File: src/sv/assert_macros.svh
// Assertion macros shared by the totient RTL.
`ifndef ASSERT_MACROS_SVH
`define ASSERT_MACROS_SVH

// Property that must hold at every clock edge outside reset.
`define ASSERT_AR(label, clk, rst_n, prop, msg) \
  label: assert property (@(posedge clk) disable iff (!(rst_n)) (prop)) else $error(msg);

// Condition that must be followed by another in the next cycle.
`define ASSERT_NEXT(label, clk, rst_n, pre, post, msg) \
  label: assert property (@(posedge clk) disable iff (!(rst_n)) (pre) |=> (post)) \
    else $error(msg);

`endif

File: src/sv/etot_pkg.sv
// Shared constants for the totient block.
`default_nettype none

package etot_pkg;

  // Width of the number and totient fields on the channels.
  localparam int unsigned DATA_W = 32;

endpackage

`default_nettype wire

File: src/sv/etot_ifs.sv
// Valid/ready channel interfaces for the number input and the totient output.
`default_nettype none

interface etot_num_if;
  logic                        valid;
  logic                        ready;
  logic [etot_pkg::DATA_W-1:0] number;

  modport source (output valid, output number, input ready);
  modport sink   (input valid, input number, output ready);
endinterface

interface etot_tot_if;
  logic                        valid;
  logic                        ready;
  logic [etot_pkg::DATA_W-1:0] totient;

  modport source (output valid, output totient, input ready);
  modport sink   (input valid, input totient, output ready);
endinterface

`default_nettype wire

File: src/sv/etot_div.sv
// Bit-serial restoring divider: one quotient bit per cycle.
`default_nettype none
`include "assert_macros.svh"

module etot_div #(
  parameter int unsigned W = 32
) (
  input  wire logic         clk_i,
  input  wire logic         rst_ni,
  input  wire logic         start_i,
  input  wire logic [W-1:0] dividend_i,
  input  wire logic [W-1:0] divisor_i,
  output logic              done_o,
  output logic [W-1:0]      quot_o,
  output logic [W-1:0]      rem_o
);

  localparam int unsigned CNT_W = $clog2(W + 1);

  logic [W-1:0]     acc_q, acc_d;     // dividend bits out on top, quotient bits in below
  logic [W-1:0]     rem_q, rem_d;
  logic [W-1:0]     divisor_q;
  logic [CNT_W-1:0] cnt_q, cnt_d;
  logic             done_q, done_d;
  logic [W:0]       shifted;
  logic [W:0]       trial;

  assign shifted = {rem_q, acc_q[W-1]};
  assign trial   = shifted - {1'b0, divisor_q};

  always_comb begin
    acc_d  = acc_q;
    rem_d  = rem_q;
    cnt_d  = cnt_q;
    done_d = 1'b0;
    if (start_i) begin
      acc_d = dividend_i;
      rem_d = '0;
      cnt_d = CNT_W'(W);
    end else if (cnt_q != '0) begin
      if (!trial[W]) begin
        rem_d = trial[W-1:0];
        acc_d = {acc_q[W-2:0], 1'b1};
      end else begin
        rem_d = shifted[W-1:0];
        acc_d = {acc_q[W-2:0], 1'b0};
      end
      cnt_d  = cnt_q - CNT_W'(1);
      done_d = (cnt_q == CNT_W'(1));
    end
  end

  always_ff @(posedge clk_i or negedge rst_ni) begin
    if (!rst_ni) begin
      cnt_q  <= '0;
      done_q <= 1'b0;
    end else begin
      cnt_q  <= cnt_d;
      done_q <= done_d;
    end
  end

  always_ff @(posedge clk_i) begin
    acc_q <= acc_d;
    rem_q <= rem_d;
    if (start_i) begin
      divisor_q <= divisor_i;
    end
  end

  assign done_o = done_q;
  assign quot_o = acc_q;
  assign rem_o  = rem_q;

  `ASSERT_AR(a_rem_below_divisor, clk_i, rst_ni, !done_q || (rem_q < divisor_q),
             "divider remainder not below divisor")
  `ASSERT_NEXT(a_start_loads_count, clk_i, rst_ni, start_i, cnt_q == CNT_W'(W),
               "divider start did not load the bit count")

endmodule

`default_nettype wire

File: src/sv/euler_totient.sv
// Euler totient by trial division over a shared bit-serial divider.
//
//   channel  dir  handshake      payload
//   in_i     in   valid/ready    number  [31:0] unsigned
//   out_o    out  valid/ready    totient [31:0] unsigned
//
// One number is worked on at a time; in_i.ready is high only when idle.
// Each trial division runs the bit-serial divider over NUM_WIDTH bits; an
// even input is first shifted right once per trailing zero. Worst case for
// 32 bits is a prime near 2^32, with about 32768 odd divisors to try.
// The finished totient sits in an output register, so a new number is
// taken while it waits on out_o.ready. rst_ni clears the control state.
`default_nettype none
`include "assert_macros.svh"

module euler_totient #(
  parameter int unsigned NUM_WIDTH = 32
) (
  input  wire logic   clk_i,
  input  wire logic   rst_ni,
  etot_num_if.sink    in_i,
  etot_tot_if.source  out_o
);

  localparam int unsigned W = NUM_WIDTH;

  // Sequencer codes
  localparam logic [2:0] S_IDLE  = 3'd0;  // waiting for a number
  localparam logic [2:0] S_HALVE = 3'd1;  // shifting out factors of two
  localparam logic [2:0] S_DIV_M = 3'd2;  // m / d: bound check and factor strip
  localparam logic [2:0] S_DIV_R = 3'd3;  // res / d for the update
  localparam logic [2:0] S_DIV_F = 3'd4;  // res / m for the leftover prime
  localparam logic [2:0] S_PUSH  = 3'd5;  // hand result to the output register

  logic [2:0]                  state_q, state_d;
  logic [W-1:0]                m_q, m_d;      // remaining cofactor
  logic [W-1:0]                res_q, res_d;  // running totient
  logic [W-1:0]                d_q, d_d;      // odd trial divisor
  logic                        strip_q, strip_d;
  logic                        start_q, start_d;
  logic                        out_valid_q, out_valid_d;
  logic [etot_pkg::DATA_W-1:0] tot_q, tot_d;

  logic         in_xfer;
  logic [W-1:0] n_in;
  logic [W-1:0] div_a, div_b;
  logic         div_done;
  logic [W-1:0] div_quot, div_rem;

  assign in_i.ready = (state_q == S_IDLE);
  assign in_xfer    = in_i.valid && in_i.ready;
  assign n_in       = W'(in_i.number);  // drops bits above the working width

  // Operands follow the state the sequencer has just entered.
  assign div_a = (state_q == S_DIV_M) ? m_q : res_q;
  assign div_b = (state_q == S_DIV_F) ? m_q : d_q;

  etot_div #(.W(W)) u_div (
    .clk_i      (clk_i),
    .rst_ni     (rst_ni),
    .start_i    (start_q),
    .dividend_i (div_a),
    .divisor_i  (div_b),
    .done_o     (div_done),
    .quot_o     (div_quot),
    .rem_o      (div_rem)
  );

  always_comb begin
    state_d     = state_q;
    m_d         = m_q;
    res_d       = res_q;
    d_d         = d_q;
    strip_d     = strip_q;
    start_d     = 1'b0;
    out_valid_d = out_valid_q;
    tot_d       = tot_q;

    if (out_valid_q && out_o.ready) begin
      out_valid_d = 1'b0;
    end

    unique case (state_q)
      S_IDLE: begin
        if (in_xfer) begin
          m_d     = n_in;
          res_d   = n_in;
          d_d     = W'(3);
          strip_d = 1'b0;
          if (n_in == '0) begin
            state_d = S_PUSH;
          end else if (!n_in[0]) begin
            state_d = S_HALVE;
          end else begin
            state_d = S_DIV_M;
            start_d = 1'b1;
          end
        end
      end
      S_HALVE: begin
        m_d = m_q >> 1;
        if (m_q[1]) begin
          // cofactor now odd: apply the update for two
          res_d   = res_q - (res_q >> 1);
          state_d = S_DIV_M;
          start_d = 1'b1;
        end
      end
      S_DIV_M: begin
        if (div_done) begin
          if (!strip_q) begin
            if (d_q > div_quot) begin
              // d*d > m: only a leftover prime can remain
              if (m_q > W'(1)) begin
                state_d = S_DIV_F;
                start_d = 1'b1;
              end else begin
                state_d = S_PUSH;
              end
            end else if (div_rem == '0) begin
              m_d     = div_quot;
              strip_d = 1'b1;
              start_d = 1'b1;
            end else begin
              d_d     = d_q + W'(2);
              start_d = 1'b1;
            end
          end else if (div_rem == '0) begin
            m_d     = div_quot;
            start_d = 1'b1;
          end else begin
            // factor fully removed, now res -= res / d
            strip_d = 1'b0;
            state_d = S_DIV_R;
            start_d = 1'b1;
          end
        end
      end
      S_DIV_R: begin
        if (div_done) begin
          res_d   = res_q - div_quot;
          d_d     = d_q + W'(2);
          state_d = S_DIV_M;
          start_d = 1'b1;
        end
      end
      S_DIV_F: begin
        if (div_done) begin
          res_d   = res_q - div_quot;
          state_d = S_PUSH;
        end
      end
      S_PUSH: begin
        if (!out_valid_q || out_o.ready) begin
          out_valid_d = 1'b1;
          tot_d       = etot_pkg::DATA_W'(res_q);
          state_d     = S_IDLE;
        end
      end
      default: begin
        state_d = S_IDLE;
      end
    endcase
  end

  always_ff @(posedge clk_i or negedge rst_ni) begin
    if (!rst_ni) begin
      state_q     <= S_IDLE;
      strip_q     <= 1'b0;
      start_q     <= 1'b0;
      out_valid_q <= 1'b0;
    end else begin
      state_q     <= state_d;
      strip_q     <= strip_d;
      start_q     <= start_d;
      out_valid_q <= out_valid_d;
    end
  end

  always_ff @(posedge clk_i) begin
    m_q   <= m_d;
    res_q <= res_d;
    d_q   <= d_d;
    tot_q <= tot_d;
  end

  assign out_o.valid   = out_valid_q;
  assign out_o.totient = tot_q;

  `ASSERT_AR(a_done_in_div_state, clk_i, rst_ni,
             !div_done || (state_q == S_DIV_M) || (state_q == S_DIV_R) || (state_q == S_DIV_F),
             "divider finished outside a division state")
  `ASSERT_AR(a_halve_even, clk_i, rst_ni, (state_q != S_HALVE) || !m_q[0],
             "halving an odd cofactor")
  `ASSERT_AR(a_divisor_odd, clk_i, rst_ni,
             !((state_q == S_DIV_M) || (state_q == S_DIV_R)) || d_q[0],
             "trial divisor is even")
  `ASSERT_AR(a_leftover_prime, clk_i, rst_ni, (state_q != S_DIV_F) || (m_q > W'(1)),
             "leftover update with cofactor not above one")

endmodule

`default_nettype wire
File: src/flat_wrapper.sv
// flat-port wrapper written by rule: the top's interface ports become plain ports
module euler_totient_flat 
#(
  parameter int unsigned NUM_WIDTH = 32
)
  (clk_i, rst_ni, in_i_valid, in_i_number, in_i_ready, out_o_valid, out_o_totient, out_o_ready);
  etot_num_if in_i_i ();
  etot_tot_if out_o_i ();
  input  wire logic clk_i;
  input  wire logic rst_ni;
  input wire logic [$bits(in_i_i.valid)-1:0] in_i_valid;
  input wire logic [$bits(in_i_i.number)-1:0] in_i_number;
  output wire logic [$bits(in_i_i.ready)-1:0] in_i_ready;
  output wire logic [$bits(out_o_i.valid)-1:0] out_o_valid;
  output wire logic [$bits(out_o_i.totient)-1:0] out_o_totient;
  input wire logic [$bits(out_o_i.ready)-1:0] out_o_ready;
  assign in_i_i.valid = in_i_valid;
  assign in_i_i.number = in_i_number;
  assign in_i_ready = in_i_i.ready;
  assign out_o_valid = out_o_i.valid;
  assign out_o_totient = out_o_i.totient;
  assign out_o_i.ready = out_o_ready;
  euler_totient #(.NUM_WIDTH(NUM_WIDTH)) u_core (.clk_i(clk_i), .rst_ni(rst_ni), .in_i(in_i_i), .out_o(out_o_i));
endmodule
File: config.mk
export PLATFORM = sky130hd
export DESIGN_NAME = euler_totient_flat
export DESIGN_NICKNAME = d
export VERILOG_FILES = /design/src/sv/etot_pkg.sv /design/src/sv/etot_ifs.sv /design/src/sv/etot_div.sv /design/src/sv/euler_totient.sv /design/src/flat_wrapper.sv
export VERILOG_INCLUDE_DIRS = /design/src /design/src/sv
export SDC_FILE = /design/constraint.sdc
export NUM_CORES = 1
export LEC_CHECK = 0
export CORE_MARGIN = 10
export CORE_UTILIZATION = 45
export CTS_CLUSTER_DIAMETER = 30
export DETAILED_ROUTE_END_ITERATION = 16
export DONT_BUFFER_PORTS = 1
export GPL_TIMING_DRIVEN = 0
export HOLD_SLACK_MARGIN = 0.12
export MAX_ROUTING_LAYER = met4
export PLACE_DENSITY = 0.58
export SETUP_SLACK_MARGIN = 0.3
export SLEW_MARGIN = 40
export SYNTH_ARGS = -nofsm -noshare
export SYNTH_HDL_FRONTEND = slang
export SYNTH_SLANG_ARGS = --single-unit
File: constraint.sdc
create_clock -name clk_i -period 5.4 [get_ports clk_i]
set_input_delay 1.08 -clock clk_i [delete_from_list [all_inputs] [get_ports clk_i]]
set_output_delay 1.08 -clock clk_i [all_outputs]
set_load 0.05 [all_outputs]
==> out/qor.csv, run 1 <==
metric,value,unit
share of the clock period used by the worst path after layout,90.0,%
Crit path top cell by count,o21ai_0,
Wirelength per Cell,20.9,microns
layout overhead on the synthesized area,18.1,%
Worst VDD drop,0.000254,V
Die Area,41000,sq um
relative contribution of sequential cells to total power,36.3,%
routed wire length,43400,microns
worst setup path startpoint,u_core.state_q[1]$_DFFE_PN0P_,
Max Clk Rate,0.206,GHz
critical path start-end classification,flip-flop to flip-flop,
minimum clock period,4.86,ns
worst slew margin relative to its limit,43.8,%
MaxCap Viol Count,0,
number of I/O port buffers,0,
Antenna diodes,0,
wire length of the first global-routing pass,67900,microns
number of DRC markers in iteration 0,941,
num rows,66,
met1 routed wirelength after detailed routing,19300,microns
Clock Pin Slew Worst Setup and Hold Paths,0.05,ns
Critical path buffers and inverters,3,
slew at the pin closest to its max-slew limit,0.843,ns
antenna-violating nets left,0,
element type at the critical path start,flip-flop,
syn nets,1651,
Clock Latency Late Sink,0.59,ns
worst min path class,primary input to asynchronous set/reset pin,
CTS Root Buffer Type,clkbuf_16,
starting utilization of the core area,45.8,%
Detail Route met3 WL,2500,microns
number of DRC violations after detailed routing,0,
setup clock skew after layout,0.0190,ns
antenna violations before repair,0,
number of resized instances in the post-cts repair step,8,
cell class contributing the biggest share of worst-path delay,compound AO/OA/AOI/OAI gates,
Highest Signal Layer,met4,
vias in the first global route,11995,
total congestion overflow,0,
Total Routing Usage GR,21.5,%
total length of routed met2 wires,20100,microns
"most common cell after layout, fill and taps aside",edfxtp_1,
die extent in y,203,microns
placeable core area,32700,sq um
layout net count,1721,
TritonCTS clock tree,built,
number of placed cells counting well taps,1965,
"leading cell types in the layout, fill and taps excluded","191 x edfxtp_1, 169 x nand2_1, 127 x a21oi_1",
Post-DP Area,15700,sq um
clock network fraction of design power,63.5,%
reported net switching power,1140,uW
static power due to leakage,0.00742,uW
routability cong.,0.897,
"Design Area, Final",17700,sq um
number of buffers inserted by hold repair at cts,0,
die boundary width,203,microns
count of final max-slew check failures,0,
count of distinct cell types in the synthesized netlist,71,
Synth area leaders,"edfxtp_1 38%, ha_1 8.1%, mux2i_1 5.6%",
arrival time reported for the critical path endpoint,5.16,ns
number of instances in the synthesized netlist,1516,
final worst setup slack,0.542,ns
pre-CTS WS,-0.415,ns
DR vias,11906,
proportion of layout cells with a drive suffix above 1,10.7,%
"EDFF count, synth",191,
Comb power frac,0.2,%
total of warnings raised by yosys,0,
Critical Path Max Stage Delay,0.44,ns
Post-Synthesis Cell Area,15000,sq um
"buffers from clock root to sink, at most",3,
asr flop ratio synth,5.51,%
number of buffers inserted during clock tree synthesis,61,
type of destination of the critical path,flip-flop,
via density per instance,5.74,
flip-flop and latch count after synthesis,236,
internal power,4240,uW
first-pass detailed-route iteration total,5,
predominant post-synthesis flop cell,edfxtp_1,
required time of the critical path,5.70,ns
area share of the largest cell type after synthesis,38.3,%
cell type with the highest aggregate area in the netlist,edfxtp_1,
Final Hold Violating Endpoints,0,
RSZ-0062 raised after global routing,no,
final setup violation count,0,
sequence of cells on the critical path,"inv_1, nand2_1, nor2_4, a21o_1, clkbuf_2, clkbuf_4, o21ai_0, ha_1, fa_1, nor2b_1, o21a_1, o21ai_0, a21oi_1, o21ai_0, a21oi_1, o21ai_2, o21ai_0, xnor2_1, o21ai_0",
total setup buffers inserted after CTS,0,
switching power as a share of total power,21.2,%
portion of the post-synthesis area used by sequential elements,44.7,%
# IOs,70,
run status,finished clean,
fillers,2995,
post-layout instance count excluding filler cells,2075,
maximum fanout count along the critical path,10,
library cell contributing the largest single delay on the critical path,dfrtp_1,
maximum number of pins on one net before global-route repair,34,
detailed placer's ending HPWL,32100,microns
Sinks on Clock Net,236,
H-tree levels,2,
power per unit of standard cell area,304,nW/um^2
Post-Synthesis Mean Instance Area,9.89,sq um
Fin Setup TNS,0,ns
reg2reg start,u_core.state_q[1]$_DFFE_PN0P_,
[worst reg2reg max path, delay by kind of cell, from the launching register on]
family	cells	cell delay, ns
AND/OR/NAND/NOR	3	0.71
adder cells (fa/ha/maj)	2	0.67
XOR/XNOR	1	0.16
AO/OA/AOI/OAI	10	1.86
flip-flops	1	0.44
buffers and inverters	3	0.73
[power by group through the flow]
stage,combinational [uW],sequential [uW],clock (uW)
global placement,11.5,1980,0
CTS,12.1,1950,3460
detailed placement,12.1,1980,0
global route,14.4,1950,3550
floorplan,10.2,1980,0
finish,12.2,1950,3420
[layout make-up]
| class | instances | area, sq um | share of cell area [%] |
|---|---|---|---|
| plain buffers | 62 | 267 | 1.51 |
| clock buffers | 67 | 1550 | 8.75 |
| clock inverters | 43 | 405 | 2.29 |
| inverters | 82 | 310 | 1.75 |
| multi-input cells | 1136 | 7840 | 44.3 |
| flip-flops and latches | 236 | 6700 | 37.9 |
| well taps | 442 | 553 | 3.12 |
| repair buffers | 7 | 78.8 | 0.445 |
[through the flow]
step           hold WS, ns  util [%]  total power (uW)
4_1_cts              0.154      54.0              5420
5_1_grt              0.158      54.1              5510
3_3_place_gp         0.436      47.5              1990
3_5_place_dp         0.444      48.0              1990
2_1_floorplan        0.426         -              1990
6_report             0.184      54.1              5380
[flip-flops by register name, summed over array words and instances, names as in the netlist, 3 cells and up]
signal / flops
u_core.u_div.divisor_q: 32
u_core.u_div.cnt_q: 6
u_core.u_div.quot_o: 32
u_core.m_q: 32
u_core.state_q: 3
u_core.d_q: 31
u_core.u_div.rem_o: 32
u_core.out_o.totient: 32
u_core.res_q: 32
[kinds of logic (layout without fill, tap and decap cells)]
group	Yosys count	count (layout)	share of synthesized area, %
AOI/OAI and AO/OA	384	384	16.5
xor gates and xnor gates	78	78	4.56
adders and majority gates	99	99	8.36
buffers and inverters	144	261	3.74
DFF	236	236	44.7
muxes	115	115	7.94
and+or+nand+nor	460	460	14.2
[cell usage after synthesis, types with 7 or more instances]
library cell  count
a22oi_1          32
edfxtp_1        191
o21a_1           12
o21ai_0          55
nand3_1          22
o21ai_1          29
and2_1            9
nor4_1           30
ha_1             97
a21oi_1         128
mux2_2           31
o31ai_1           9
nand2b_1         12
inv_1            81
or3_1             7
nor2_1          124
nand2_1         169
xnor2_1          39
nand4_1          26
o21bai_1         11
a21o_1           42
clkbuf_1         52
nor2b_1          14
mux2i_1          84
dfrtp_1          13
dfxtp_1          32
and3_1           17
a31oi_1          10
xor2_1           39
nor3_1           13
[per-layer routing]
layer  GRT usage, %  up-vias
li1               -     5772
met1           27.0     5663
met2           33.5      381
met3           3.66       90
met4           9.35        0
met5              -        -
[final timing paths]
| kind | endpoint | slack (ns) | depth (start not counted) |
|---|---|---|---|
| worst max register to register | u_core.res_q[28]$_DFFE_PP_ | 0.54 | 19 |
| worst max-delay path | u_core.res_q[28]$_DFFE_PP_ | 0.54 | 19 |
| max in group asynchronous | u_core.start_q$_DFF_PN0_ | 5.13 | 0 |
| worst min register to register | u_core.out_o.totient[0]$_DFFE_PP_ | 0.45 | 0 |
| worst min-delay path | u_core.state_q[2]$_DFFE_PN0P_ | 0.18 | 0 |
| min in group clk_i | u_core.out_o.totient[0]$_DFFE_PP_ | 0.45 | 0 |
(Power assumes the default switching activity.)
==> inputs of run 2 (changes only) <==
--- a/config.mk
+++ b/config.mk
@@ -14,9 +14,10 @@
 export GPL_TIMING_DRIVEN = 0
 export HOLD_SLACK_MARGIN = 0.12
 export MAX_ROUTING_LAYER = met4
-export PLACE_DENSITY = 0.58
+export PLACE_DENSITY_LB_ADDON = 0.08
 export SETUP_SLACK_MARGIN = 0.3
 export SLEW_MARGIN = 40
 export SYNTH_ARGS = -nofsm -noshare
 export SYNTH_HDL_FRONTEND = slang
+export SYNTH_HIERARCHICAL = 1
 export SYNTH_SLANG_ARGS = --single-unit
==> run 2 against run 1 <==
Total power grew to 2.6 times the previous value. Sequential cell count is the same. First-iteration DRC count shrank 26%. Non-clock buffer count up 7. Synthesized cell count rose by 1.3%. Routed wire length increased by 2.9%. Highest routed layer unchanged. Critical path type unchanged. Clock power is essentially flat. Hold slack better by 0.019 ns. Clock skew is 0.00078 ns lower. Synthesized area is 2.8% higher. Utilization is 0.39 points lower.
==> out/qor.csv, run 2 <==
metric,value,unit,change
endpoint of the worst-slack reg-to-reg timing path,u_core/res_q[26]$_DFFE_PP_,,
number of instances in the synthesized netlist,1536,,+1.3%
clock network fraction of design power,24.3,%,-39 points
Clock Latency Late Sink,0.58,ns,about the same
cell type with the highest aggregate area in the netlist,edfxtp_1,,
total setup buffers inserted after CTS,0,,unchanged
routed wire length,44600,microns,+2.9%
commonest cells in the synthesized netlist,"191 x edfxtp_1, 171 x nand2_1, 97 x ha_1, 97 x nor2_1",,
count of final max-slew check failures,0,,unchanged
capturing element of the worst setup path,u_core/res_q[26]$_DFFE_PP_,,
reg2reg start,u_core/state_q[2]$_DFFE_PN0P_,,
CTS Root Buffer Type,clkbuf_16,,
Comb power frac,49.5,%,+49 points
first-pass detailed-route iteration total,5,,unchanged
total of warnings raised by yosys,6,,+6
final setup violation count,0,,unchanged
flip-flop and latch count after synthesis,236,,unchanged
global-route layer with the greatest usage,met2,,
static power due to leakage,0.00726,uW,-2.1%
MaxCap Viol Count,0,,unchanged
total power,13900,uW,+160%
# IOs,70,,unchanged
met2 GRT Util,34.2,%,+0.71 points
type of destination of the critical path,flip-flop,,
element type at the critical path start,flip-flop,,
starting utilization of the core area,45.8,%,about the same
arrival time reported for the critical path endpoint,5.07,ns,-0.09 ns
required time of the critical path,5.69,ns,about the same
GR Layer Usage met1,27.8,%,+0.79 points
maximum fanout count along the critical path,10,,unchanged
portion of the post-synthesis area used by sequential elements,43.5,%,-1.2 points
layout net count,1738,,+0.99%
Post-Synthesis Mean Instance Area,10.0,sq um,+1.4%
TritonCTS clock tree,built,,
Max Clk Rate,0.209,GHz,+1.6%
worst min path class,primary input to asynchronous set/reset pin,,
via density per instance,5.68,,-0.95%
switching power as a share of total power,41.8,%,+21 points
"EDFF count, synth",191,,unchanged
power per unit of standard cell area,771,nW/um^2,+150%
fillers,3026,,+1.0%
reported net switching power,5830,uW,+410%
Wirelength per Cell,21.2,microns,+1.7%
die extent in y,205,microns,+1.2%
Synth area leaders,"edfxtp_1 37%, ha_1 7.9%, mux2_2 6.7%",,
die boundary width,205,microns,+1.2%
global-route met3 utilization,4.06,%,+0.40 points
predominant post-synthesis flop cell,edfxtp_1,,
count of cells along the worst register-to-register path,19,,unchanged
area share of the largest cell type after synthesis,37.2,%,-1.0 points
cell with the most instances after synthesis,edfxtp_1,,
number of DRC markers in iteration 0,692,,-26%
DR vias,11941,,+0.29%
routability cong.,0.947,,+5.6%
antenna-violating nets left,0,,unchanged
Clock Pin Slew Worst Setup and Hold Paths,0.05,ns,about the same
maximum number of pins on one net before global-route repair,34,,unchanged
minimum clock period,4.78,ns,-0.0776 ns
Final Hold Violating Endpoints,0,,unchanged
number of buffers inserted during clock tree synthesis,58,,-4.9%
"buffers from clock root to sink, at most",3,,unchanged
Antenna diodes,0,,unchanged
asr flop ratio synth,5.51,%,unchanged
antenna violations before repair,0,,unchanged
run status,finished clean,,
vias in the first global route,11918,,-0.64%
Register-to-Register Setup Slack,0.62,ns,+0.08 ns
syn nets,1671,,+1.2%
proportion of layout cells with a drive suffix above 1,15.0,%,+4.3 points
relative contribution of sequential cells to total power,26.2,%,-10 points
internal power,8100,uW,+91%
H-tree levels,2,,unchanged
critical path start-end classification,flip-flop to flip-flop,,
worst setup path startpoint,u_core/state_q[2]$_DFFE_PN0P_,,
Post-Synthesis Cell Area,15400,sq um,+2.8%
"most common cell after layout, fill and taps aside",edfxtp_1,,
Die Area,42000,sq um,+2.5%
worst slew margin relative to its limit,43.9,%,+0.14 points
RSZ-0062 raised after global routing,no,,
share of the clock period used by the worst path after layout,88.5,%,-1.4 points
wire length of the first global-routing pass,69700,microns,+2.6%
layout overhead on the synthesized area,17.3,%,
"leading cell types in the layout, fill and taps excluded","191 x edfxtp_1, 171 x nand2_1, 97 x ha_1",,
Post-Route Hold Slack,0.202,ns,+0.0186 ns
total congestion overflow,0,,unchanged
count of distinct cell types in the synthesized netlist,83,,+17%
number of DRC violations after detailed routing,0,,unchanged
placeable core area,33600,sq um,+2.8%
slew at the pin closest to its max-slew limit,0.837,ns,-0.00659 ns
number of I/O port buffers,0,,unchanged
final standard cell utilization of the core,53.7,%,-0.39 points
setup clock skew after layout,0.0183,ns,-0.000783 ns
detailed placer's ending HPWL,33900,microns,+5.4%
Sinks on Clock Net,236,,unchanged
Worst VDD drop,0.000370,V,+46%
num rows,67,,+1.5%
Total Routing Usage GR,21.7,%,+0.19 points
-- run 2: cell types whose count changed after synthesis, moves of 9 or more --
cell / previous run / this run
a21o_1: 42 / 52
a21oi_1: 128 / 88
buf_2: 1 / 14
inv_1: 81 / 92
mux2_2: 31 / 92
mux2i_1: 84 / 53
nor2_1: 124 / 97
o21ai_1: 29 / 38
xnor2_1: 39 / 30
-- run 2: area by class of cell --
cell class | instances | area [sq um] | area share, %
multi-input combinational | 1139 | 8100 | 44.8
clock inverter | 47 | 425 | 2.35
inverter | 92 | 348 | 1.93
buffer | 69 | 325 | 1.80
clock buffer | 63 | 1510 | 8.37
sequential | 236 | 6700 | 37.1
tap | 448 | 561 | 3.10
timing repair buffer | 7 | 95.1 | 0.526
-- run 2: worst min-delay path by stage --
stage,end,from,depth (start not counted)
CTS,u_core/start_q$_DFF_PN0_,rst_ni,0
global route,u_core/start_q$_DFF_PN0_,rst_ni,0
floorplan,u_core/out_o.totient[0]$_DFFE_PP_,u_core/res_q[0]$_DFFE_PP_,0
global placement,u_core/out_o.totient[0]$_DFFE_PP_,u_core/res_q[0]$_DFFE_PP_,0
finish,u_core/u_div/cnt_q[5]$_DFFE_PN0P_,rst_ni,0
detailed placement,u_core/out_o.totient[0]$_DFFE_PP_,u_core/res_q[0]$_DFFE_PP_,0
-- run 2: critical path, cell delays in order (launching register included) --
cell,delay [ns]
dfrtp_1,0.32
clkbuf_1,0.36
nand2b_1,0.20
nor2_4,0.29
a21o_1,0.14
buf_2,0.27
buf_2,0.38
nand2_1,0.08
o21ai_0,0.08
ha_1,0.29
fa_1,0.26
nor2b_1,0.08
o31a_1,0.28
a21oi_1,0.29
a21oi_1,0.18
o21ai_1,0.33
o21ai_1,0.17
a31oi_1,0.25
xor2_1,0.16
a21oi_1,0.08
-- run 2: what timing repair did --
item	in CTS	in global routing
resized for setup	0	2
setup endpoints to repair	0	9
hold buffers	0	0
-- run 2: routing by layer --
layer	part of all wire, %	up-vias	routed length, microns
met5	0	-	0
met4	2.3	0	1030
met3	5.7	66	2530
met2	47	337	20800
met1	46	5684	20300
li1	-	5854	-
-- run 2: through the flow --
stage	TNS, ns	area, sq um	setup WS [ns]	instances
after floorplan	0	15400	0.808	1536
after global placement	-54.53	16000	-0.937	1984
after detailed placement	0	16100	0.338	1991
after CTS	0	18100	0.313	2101
after global routing	0	18100	0.363	2101
final	0	18100	0.620	2101
-- run 2: kinds of logic after synthesis --
group,after synthesis,share of synthesized area (%)
AND/OR/NAND/NOR,446,13.6
AO/OA/AOI/OAI,374,16.0
flip-flops,236,43.5
buffers and inverters,161,4.35
multiplexers,145,10.2
adder cells (fa/ha/maj),99,8.14
XOR/XNOR,75,4.26
-- run 2: power by group through the flow --
stage          registers (uW)  clock network, uW  logic (uW)
3_3_place_gp             3690                  0        6660
4_1_cts                  3630               3430        6860
3_5_place_dp             3660                  0        6820
2_1_floorplan            3340                  0        5310
5_1_grt                  3730               3540        7650
6_report                 3650               3390        6890
